### src/rtl/core/esp_pkg.sv
`timescale 1ns / 1ps

package esp_pkg;

    // operation codes
    localparam logic [1:0] OP_TICK   = 2'd0;
    localparam logic [1:0] OP_START  = 2'd1;
    localparam logic [1:0] OP_SET    = 2'd2;
    localparam logic [1:0] OP_UNUSED = 2'd3;

    localparam int unsigned TPS_DEFAULT = 32728;
    localparam int unsigned TPS_MAX     = 1000000;

    // shared divider: 28-bit dividend, divisor wide enough for the largest tick rate
    localparam int DIV_N = 28;
    localparam int DIV_W = $clog2(TPS_MAX + 1);

    localparam int FRAC_W   = 12;
    localparam int POS_W    = 15;
    localparam int OFF_W    = 16;
    localparam int MS_W     = 16;
    localparam int MUL_A_W  = 29;
    localparam int MUL_B_W  = 17;
    localparam int PROD_W   = MUL_A_W + MUL_B_W;
    localparam int IN_DATA_W  = 48;
    localparam int OUT_DATA_W = 72;

    typedef struct packed {
        logic             start;
        logic [DIV_N-1:0] dividend;
        logic [DIV_W-1:0] divisor;
    } t_div_req;

    typedef struct packed {
        logic             done;
        logic [DIV_N-1:0] quot;
    } t_div_rsp;

    function automatic logic on_screen(input logic signed [OFF_W-1:0] x);
        on_screen = (x > -16'sd256) && (x < 16'sd256);
    endfunction

endpackage

### src/rtl/core/esp_div.sv
`timescale 1ns / 1ps

module esp_div (
    input  logic              i_clk,
    input  logic              i_rst_n,
    input  esp_pkg::t_div_req i_req,
    output esp_pkg::t_div_rsp o_rsp
);
    import esp_pkg::*;

    localparam int CNT_W = $clog2(DIV_N);

    logic             r_busy;
    logic             r_done;
    logic [CNT_W-1:0] r_cnt;
    logic [DIV_W-1:0] r_rem;
    logic [DIV_W-1:0] r_dvs;
    logic [DIV_N-1:0] r_quo;

    logic [DIV_W:0]   w_trial;
    logic [DIV_W:0]   w_diff;
    logic             w_ge;

    assign w_trial = {r_rem, r_quo[DIV_N-1]};
    assign w_ge    = w_trial >= {1'b0, r_dvs};
    assign w_diff  = w_trial - {1'b0, r_dvs};

    always_ff @(posedge i_clk) begin
        if (!i_rst_n) begin
            r_busy <= 1'b0;
            r_done <= 1'b0;
            r_cnt  <= '0;
        end else begin
            r_done <= 1'b0;
            if (i_req.start) begin
                r_busy <= 1'b1;
                r_cnt  <= '0;
            end else if (r_busy) begin
                r_cnt <= r_cnt + 1'b1;
                if (r_cnt == CNT_W'(DIV_N - 1)) begin
                    r_busy <= 1'b0;
                    r_done <= 1'b1;
                end
            end
        end
    end

    // one quotient bit per cycle, restoring
    always_ff @(posedge i_clk) begin
        if (i_req.start) begin
            r_quo <= i_req.dividend;
            r_rem <= '0;
            r_dvs <= i_req.divisor;
        end else if (r_busy) begin
            r_rem <= w_ge ? w_diff[DIV_W-1:0] : w_trial[DIV_W-1:0];
            r_quo <= {r_quo[DIV_N-2:0], w_ge};
        end
    end

    assign o_rsp.done = r_done;
    assign o_rsp.quot = r_quo;

`ifndef SYNTHESIS
    a_start_idle: assert property (@(posedge i_clk) disable iff (!i_rst_n)
        i_req.start |-> !r_busy)
        else $error("divider started while busy");
    a_done_after_busy: assert property (@(posedge i_clk) disable iff (!i_rst_n)
        r_done |-> $past(r_busy) && !r_busy)
        else $error("divider done without a run");
    a_rem_bound: assert property (@(posedge i_clk) disable iff (!i_rst_n)
        (r_busy && !$past(i_req.start)) |-> r_rem < r_dvs)
        else $error("partial remainder out of range");
`endif

endmodule

### src/rtl/core/eased_scroll_pan.sv
`timescale 1ns / 1ps
// a tick during a pan makes two 28-step passes through the shared divider and four uses
//   of the multiplier on its way from input transfer to result
// start, set, unused and non-advancing ticks go from idle straight to the result state
// throughput: one item at a time; the next item is taken once the result is registered
// reset: synchronous active low; position, times and flags clear, visibility flags set

module eased_scroll_pan #(
    parameter int unsigned TICKS_PER_SECOND = esp_pkg::TPS_DEFAULT
) (
    input  logic                             i_clk,
    input  logic                             i_rst_n,
    input  logic                             s_axis_tvalid,
    output logic                             s_axis_tready,
    // elapsed_ticks, target_pos, duration_ms, zero pad
    input  logic [esp_pkg::IN_DATA_W-1:0]    s_axis_tdata,
    // operation
    input  logic [1:0]                       s_axis_tuser,
    output logic                             m_axis_tvalid,
    input  logic                             m_axis_tready,
    // cam_pos, first_offset, second_offset, first_visible, second_visible,
    // desk_offset, desk_visible, halfway_pulse, busy_res, zero pad
    output logic [esp_pkg::OUT_DATA_W-1:0]   m_axis_tdata,
    // finished
    output logic                             m_axis_tlast
);
    import esp_pkg::*;

    typedef enum logic [13:0] {
        S_IDLE   = 14'b00000000000001,
        S_QDIV   = 14'b00000000000010,
        S_MS_W   = 14'b00000000000100,
        S_MS_ACC = 14'b00000000001000,
        S_TDIV   = 14'b00000000010000,
        S_CRV    = 14'b00000000100000,
        S_P1_W   = 14'b00000001000000,
        S_P1_USE = 14'b00000010000000,
        S_P2_W   = 14'b00000100000000,
        S_P2_USE = 14'b00001000000000,
        S_P3_W   = 14'b00010000000000,
        S_P3_USE = 14'b00100000000000,
        S_VIS    = 14'b01000000000000,
        S_RES    = 14'b10000000000000
    } t_state;

    t_state r_state;

    logic signed [POS_W-1:0]   r_cam;
    logic signed [POS_W-1:0]   r_start;
    logic signed [POS_W-1:0]   r_end;
    logic [MS_W-1:0]           r_done_ms;
    logic [MS_W-1:0]           r_total;
    logic                      r_active;
    logic                      r_past_half;
    logic [2:0]                r_vis;
    logic                      r_pulse;
    logic                      r_fin;

    logic [FRAC_W:0]           r_t;
    logic signed [14:0]        r_f;
    logic                      r_lo;

    logic signed [MUL_A_W-1:0] r_mul_a;
    logic signed [MUL_B_W-1:0] r_mul_b;
    logic signed [PROD_W-1:0]  r_prod;

    logic                      r_out_valid;
    logic [OUT_DATA_W-1:0]     r_out_data;
    logic                      r_out_last;

    t_div_req                  w_div_req;
    t_div_rsp                  w_div_rsp;

    logic                      w_in_acc;
    logic [1:0]                w_op;
    logic [15:0]               w_ticks;
    logic signed [POS_W-1:0]   w_target;
    logic [MS_W-1:0]           w_dur;
    logic                      w_tick_run;

    logic [25:0]               w_ms;
    logic [26:0]               w_sum;
    logic [MS_W-1:0]           n_done_ms;
    logic signed [PROD_W-1:0]  w_sh;
    logic signed [14:0]        w_f;
    logic signed [14:0]        w_d;
    logic signed [OFF_W-1:0]   w_span;
    logic signed [OFF_W-1:0]   n_cam;
    logic signed [OFF_W-1:0]   w_x0;
    logic signed [OFF_W-1:0]   w_x1;
    logic signed [OFF_W-1:0]   w_xd;
    logic signed [OFF_W-1:0]   w_o0;
    logic signed [OFF_W-1:0]   w_o1;
    logic signed [OFF_W-1:0]   w_od;

    assign s_axis_tready = (r_state == S_IDLE);
    assign w_in_acc      = s_axis_tvalid && s_axis_tready;
    assign w_op          = s_axis_tuser;
    assign w_ticks       = s_axis_tdata[15:0];
    assign w_target      = $signed(s_axis_tdata[30:16]);
    assign w_dur         = s_axis_tdata[46:31];
    assign w_tick_run    = (w_op == OP_TICK) && r_active && (r_done_ms != r_total);

    // milliseconds from the tick quotient, saturated at the duration
    assign w_ms      = r_prod[37:12];
    assign w_sum     = 27'(r_done_ms) + 27'(w_ms);
    assign n_done_ms = (w_sum < 27'(r_total)) ? w_sum[MS_W-1:0] : r_total;

    assign w_sh   = r_prod >>> FRAC_W;
    assign w_f    = $signed({1'b0, r_t, 1'b0}) - 15'sd8192;
    assign w_d    = r_lo ? w_sh[14:0] : w_sh[14:0] + 15'sd4096;
    assign w_span = OFF_W'(r_end) - OFF_W'(r_start);
    assign n_cam  = OFF_W'(r_start) + w_sh[OFF_W-1:0];

    assign w_x0 = OFF_W'(r_start) - OFF_W'(r_cam);
    assign w_x1 = OFF_W'(r_end) - OFF_W'(r_cam);
    assign w_xd = r_past_half ? w_x1 : w_x0;
    assign w_o0 = r_active ? w_x0 : '0;
    assign w_o1 = r_active ? w_x1 : '0;
    assign w_od = r_active ? w_xd : '0;

    always_comb begin
        w_div_req = '0;
        if (w_in_acc && w_tick_run) begin
            w_div_req.start    = 1'b1;
            w_div_req.dividend = {w_ticks, 12'b0};
            w_div_req.divisor  = DIV_W'(TICKS_PER_SECOND);
        end else if (r_state == S_MS_ACC && r_total != '0) begin
            w_div_req.start    = 1'b1;
            w_div_req.dividend = {n_done_ms, 12'b0};
            w_div_req.divisor  = DIV_W'(r_total);
        end
    end

    esp_div u_div (
        .i_clk  (i_clk),
        .i_rst_n(i_rst_n),
        .i_req  (w_div_req),
        .o_rsp  (w_div_rsp)
    );

    // shared multiplier, operands and product both registered
    always_ff @(posedge i_clk) begin
        r_prod <= PROD_W'(r_mul_a) * PROD_W'(r_mul_b);
    end

    always_ff @(posedge i_clk) begin
        if (!i_rst_n) begin
            r_state     <= S_IDLE;
            r_cam       <= '0;
            r_start     <= '0;
            r_end       <= '0;
            r_done_ms   <= '0;
            r_total     <= '0;
            r_active    <= 1'b0;
            r_past_half <= 1'b0;
            r_vis       <= 3'b111;
            r_pulse     <= 1'b0;
            r_fin       <= 1'b0;
            r_out_valid <= 1'b0;
        end else begin
            if (m_axis_tready && r_state != S_RES) begin
                r_out_valid <= 1'b0;
            end
            case (r_state)
                S_IDLE: begin
                    if (w_in_acc) begin
                        r_pulse <= 1'b0;
                        r_fin   <= (w_op == OP_TICK) && r_active && (r_done_ms == r_total);
                        r_state <= w_tick_run ? S_QDIV : S_RES;
                        case (w_op)
                            OP_START: begin
                                r_start     <= r_cam;
                                r_end       <= w_target;
                                r_done_ms   <= '0;
                                r_total     <= w_dur;
                                r_active    <= 1'b1;
                                r_past_half <= 1'b0;
                            end
                            OP_SET: begin
                                r_cam <= w_target;
                            end
                            OP_TICK: begin
                                if (r_active && r_done_ms == r_total) begin
                                    r_active <= 1'b0;
                                end
                            end
                            default: begin
                            end
                        endcase
                    end
                end
                S_QDIV: begin
                    if (w_div_rsp.done) begin
                        r_mul_a <= $signed({1'b0, w_div_rsp.quot});
                        r_mul_b <= 17'sd1000;
                        r_state <= S_MS_W;
                    end
                end
                S_MS_W: begin
                    r_state <= S_MS_ACC;
                end
                S_MS_ACC: begin
                    r_done_ms <= n_done_ms;
                    if (r_total != '0) begin
                        r_state <= S_TDIV;
                    end else begin
                        r_t     <= '0;
                        r_state <= S_CRV;
                    end
                end
                S_TDIV: begin
                    if (w_div_rsp.done) begin
                        r_t     <= w_div_rsp.quot[FRAC_W:0];
                        r_state <= S_CRV;
                    end
                end
                S_CRV: begin
                    r_f <= w_f;
                    if (r_t[FRAC_W:FRAC_W-1] == 2'b00) begin
                        r_lo    <= 1'b1;
                        r_mul_a <= MUL_A_W'($signed({2'b00, r_t, 2'b00}));
                        r_mul_b <= MUL_B_W'($signed({1'b0, r_t}));
                    end else begin
                        r_lo    <= 1'b0;
                        r_mul_a <= MUL_A_W'(w_f >>> 1);
                        r_mul_b <= MUL_B_W'(w_f);
                    end
                    r_state <= S_P1_W;
                end
                S_P1_W: begin
                    r_state <= S_P1_USE;
                end
                S_P1_USE: begin
                    r_mul_a <= w_sh[MUL_A_W-1:0];
                    r_mul_b <= r_lo ? MUL_B_W'($signed({1'b0, r_t})) : MUL_B_W'(r_f);
                    r_state <= S_P2_W;
                end
                S_P2_W: begin
                    r_state <= S_P2_USE;
                end
                S_P2_USE: begin
                    r_mul_a <= MUL_A_W'(w_span);
                    r_mul_b <= MUL_B_W'(w_d);
                    r_state <= S_P3_W;
                end
                S_P3_W: begin
                    r_state <= S_P3_USE;
                end
                S_P3_USE: begin
                    r_cam <= n_cam[POS_W-1:0];
                    if (r_done_ms >= (r_total >> 1) && !r_past_half) begin
                        r_past_half <= 1'b1;
                        r_pulse     <= 1'b1;
                    end
                    r_state <= S_VIS;
                end
                S_VIS: begin
                    r_vis   <= {on_screen(w_xd), on_screen(w_x1), on_screen(w_x0)};
                    r_state <= S_RES;
                end
                S_RES: begin
                    if (!r_out_valid || m_axis_tready) begin
                        r_out_valid <= 1'b1;
                        r_state     <= S_IDLE;
                    end
                end
                default: begin
                    r_state <= S_IDLE;
                end
            endcase
        end
    end

    // result payload, loaded with the transfer into the output register
    always_ff @(posedge i_clk) begin
        if (r_state == S_RES && (!r_out_valid || m_axis_tready)) begin
            r_out_data <= {4'b0000, r_active, r_pulse, r_vis[2], w_od, r_vis[1], r_vis[0],
                           w_o1, w_o0, r_cam};
            r_out_last <= r_fin;
        end
    end

    assign m_axis_tvalid = r_out_valid;
    assign m_axis_tdata  = r_out_data;
    assign m_axis_tlast  = r_out_last;

`ifndef SYNTHESIS
    a_done_le_total: assert property (@(posedge i_clk) disable iff (!i_rst_n)
        r_done_ms <= r_total)
        else $error("elapsed time beyond duration");
    a_frac_range: assert property (@(posedge i_clk) disable iff (!i_rst_n)
        (r_state == S_CRV) |-> (r_t <= 13'd4096))
        else $error("curve input out of range");
    a_pulse_fin: assert property (@(posedge i_clk) disable iff (!i_rst_n)
        m_axis_tvalid |-> !(m_axis_tlast && m_axis_tdata[66]))
        else $error("halfway and finish on one result");
    a_fin_idle: assert property (@(posedge i_clk) disable iff (!i_rst_n)
        (m_axis_tvalid && m_axis_tlast) |-> !m_axis_tdata[67])
        else $error("finish reported while pan runs");
`endif

endmodule

### config.mk
export PLATFORM = sky130hd
export DESIGN_NAME = eased_scroll_pan
export DESIGN_NICKNAME = d
export VERILOG_FILES = /design/src/rtl/core/esp_pkg.sv /design/src/rtl/core/esp_div.sv /design/src/rtl/core/eased_scroll_pan.sv
export SDC_FILE = /design/constraint.sdc
export NUM_CORES = 2
export LEC_CHECK = 0
export BUFFER_PORTS_ARGS = -buffer_cell sky130_fd_sc_hd__buf_2
export CAP_MARGIN = 40
export CORE_UTILIZATION = 67
export DETAILED_ROUTE_END_ITERATION = 12
export PLACE_DENSITY = 0.95
export SYNTH_ARGS = -nofsm -noshare
export SYNTH_HDL_FRONTEND = slang
export SYNTH_HIERARCHICAL = 1
export SYNTH_SLANG_ARGS = --single-unit
### constraint.sdc
create_clock -name i_clk -period 12.4 [get_ports i_clk]
set_input_delay 0.62 -clock i_clk [delete_from_list [all_inputs] [get_ports i_clk]]
set_output_delay 0.62 -clock i_clk [all_outputs]
set_load 0.05 [all_outputs]
==> results.tsv <==
metric	value	unit
Post-Synthesis Mean Instance Area	9.349	µm²
largest net degree at the start of global routing	88	
PD cells	75.69	nW/µm²
count leader, synth	inv_1	
met2 Use GR	61.78	%
Worst VDD drop	127.6	µV
slowest stage delay, CP	0.74	ns
Final Instance Area	37150	µm²
Worst Path Required	12.90	ns
FMAX	0.1342	GHz
RD Place Congestion	0.9809	
final max-slew violation count	0	
synth cell count leaders	inv_1, nand2_1, fa_1	
initial core utilization	68.44	%
initial antenna violation count	1	
initial drt markers	3142	
TritonCTS clock tree	built	
fin crit share	60.11	%
Crit path arrival time	7.95	ns
area post-placement	35910	µm²
dominant cells by area after synthesis	fa_1, edfxtp_1, dfxtp_1	
Placeable Area	50580	µm²
Crit Path Class	register to register	
filler instances	3019	
Slew HR	28.02	%
average wire per standard cell	21.67	µm
vias in the first global route	30090	
CTS Hold Buffers Added	0	
Most Frequent Cell on Critical Path	fa_1	
Synth Instances	3703	
layout cells sized above 1	7.404	%
I/O pins	129	
post-synthesis mux area share	2.718	%
Final Power	2.812	mW
worst-margin pin slew	1.080	ns
synthesis-to-finish area growth	7.319	%
drt total wl	96820	µm
Yosys reg bits	343	
Worst-path clk slew	0.06	ns
DR pass1 iterations	10	
die footprint	52580	µm²
Die Span X	229.3	µm
# setup viols final	0	
RSZ-0062 raised after global routing	no	
via count	28440	
Post-synth EDFFs	188	
delay-heaviest family, CP	adder cells	
Critical-path top delay cell	edfxtp_1	
cells resized by post-CTS repair	0	
GRT met3 Usage	8.989	%
clk buf depth	3	
Final Hold Vio Count	0	
Crit. End Element	register	
GRT Overall Usage	37.85	%
Post-synth top flop	edfxtp_1	
synthesized area	34620	µm²
Yosys top cell by area	fa_1	
Sink Count	343	
area share of the largest cell type after synthesis	25.15	%
cell leakage power	17.14	nW
drc violations	0	
first-pass GRT wire length	157200	µm
Die H	229.3	µm
post-synthesis compound-gate area fraction	10.64	%
CP bufs+invs	4	
CTS Buf Count	37	
startpoint types	register	
Final min period	7.454	ns
ys async rst share	0	%
post-synthesis simple-gate area fraction	16.18	%
largest family of logic cells by synthesized area	adder cells	
final core occ	73.45	%
grt peak-use layer	met2	
WHS	0.3045	ns
Layout Nets	4484	
Worst-Skew Late Latency	0.57	ns
# H-tree levels	2	
number of port buffers	123	
Worst Skew	0.03643	ns
post-route setup TNS	0	ns
Max-cap violations	0	
clk root buf	clkbuf_16	
Yosys cell types	94	
xor/xnor share of the synthesized area	3.618	%
remaining antenna violation count	0	
DPL Wire Length	69680	µm
status	complete, no violations	
total grt overflow	0	
FP Rows	82	
adder-cell share of the synthesized area	33.39	%
grt met1 use	45.81	%
register area share after synthesis	25.27	%
worst hold path class	primary input to register	
worst-path cell chain	inv_1 -> buf_16 -> nor2_1 -> fa_1 -> fa_1 -> fa_1 -> fa_1 -> fa_1 -> inv_1 -> fa_1 -> inv_1 -> ha_1 -> nand3_1 -> nor2_1 -> nand3_1 -> o21ai_0 -> a41o_1 -> a31oi_1 -> o21ai_0 -> nand3_1 -> nand3b_1 -> xor2_1	
YS warnings	6	
Setup Buffers After CTS	0	
largest fanout on the critical path	17	
DR vias/cell	6.365	
## final timing paths
kind | start | end | slack (ns) | cells past startpoint
max | r_mul_b[15] | r_prod[36] | 4.95 | 22
min | s_axis_tdata[43] | r_total[12] | 0.30 | 3
max reg2reg | r_mul_b[15] | r_prod[36] | 4.95 | 22
min reg2reg | r_fin | m_axis_tlast | 0.43 | 0
## layout by cell type (no fill, tap or decap), types with 31 or more instances in the layout
master,instances
a211oi_1,31
a21boi_0,50
a21o_1,52
a21oi_1,120
a31oi_1,31
and2_1,222
buf_2,124
buf_4,31
clkbuf_16,39
dfxtp_1,155
edfxtp_1,188
fa_1,435
ha_1,228
inv_1,577
mux2_2,32
mux2i_1,58
nand2_1,535
nand2b_1,31
nand3_1,31
nor2_1,178
o21ai_0,82
o21ai_1,42
xnor2_1,90
xor2_1,53
## per-stage QoR
step | worst slack [ns] | instances
CTS | 4.959 | 4465
finish | 4.946 | 4468
floorplan | 6.038 | 3722
global route | 4.708 | 4467
global placement | 5.071 | 4388
detailed placement | 5.055 | 4398
## cell families (layout without fill, tap and decap cells)
| group | count (synthesis) | count (layout) |
|---|---|---|
| flops | 343 | 343 |
| other cells | 1 | 21 |
| mux | 90 | 90 |
| compound gates | 555 | 555 |
| simple gates | 1174 | 1174 |
| xor+xnor | 143 | 143 |
| buf+inv | 734 | 807 |
| fa+ha+maj | 663 | 663 |
## worst reg2reg max path: stages, from the launching register on
cell	delay, ns
edfxtp_1	0.74
inv_1	0.32
buf_16	0.25
nor2_1	0.15
fa_1	0.47
fa_1	0.54
fa_1	0.54
fa_1	0.55
fa_1	0.55
inv_1	0.07
fa_1	0.68
inv_1	0.08
ha_1	0.35
nand3_1	0.13
nor2_1	0.16
nand3_1	0.09
o21ai_0	0.51
a41o_1	0.34
a31oi_1	0.14
o21ai_0	0.28
nand3_1	0.18
nand3b_1	0.13
xor2_1	0.14
## report_power, final
group / switching, mW / total [mW] / internal, mW / leakage (nW)
Combinational: 0.268 / 0.435 / 0.167 / 13.6
Sequential: 0.0320 / 1.25 / 1.22 / 3.00
Clock: 0.478 / 1.13 / 0.649 / 0.580
Total: 0.778 / 2.81 / 2.03 / 17.1
## sequential cells by signal (all words and copies together), names as in the netlist, 3 cells and up
register / flops
r_cam: 15
r_total: 16
u_div/r_rem: 20
r_state: 14
r_f: 13
r_vis: 3
r_mul_a: 29
u_div/r_quo: 28
r_mul_b: 15
r_prod: 29
u_div/r_dvs: 20
r_end: 15
r_done_ms: 16
r_start: 15
u_div/r_cnt: 5
m_axis_tdata: 68
r_t: 13
## layer usage
layer  vias to the layer above  routed length [µm]
met4                         0                6415
met3                       541               11540
met1                     13660               33570
met5                         -                   0
li1                      12150                   -
met2                      2091               45290
## cell type report
class	count	area [µm²]	share of cell area, %
multi-input combinational	2645	23150	62.30
sequential	343	8748	23.55
inverter	577	2166	5.829
timing repair buffer	163	1036	2.788
clock buffer	49	1023	2.755
tap	672	840.8	2.263
clock inverter	18	188.9	0.5085
antenna	1	2.502	0.006735
Note: power is estimated with default switching activity, not from simulation.
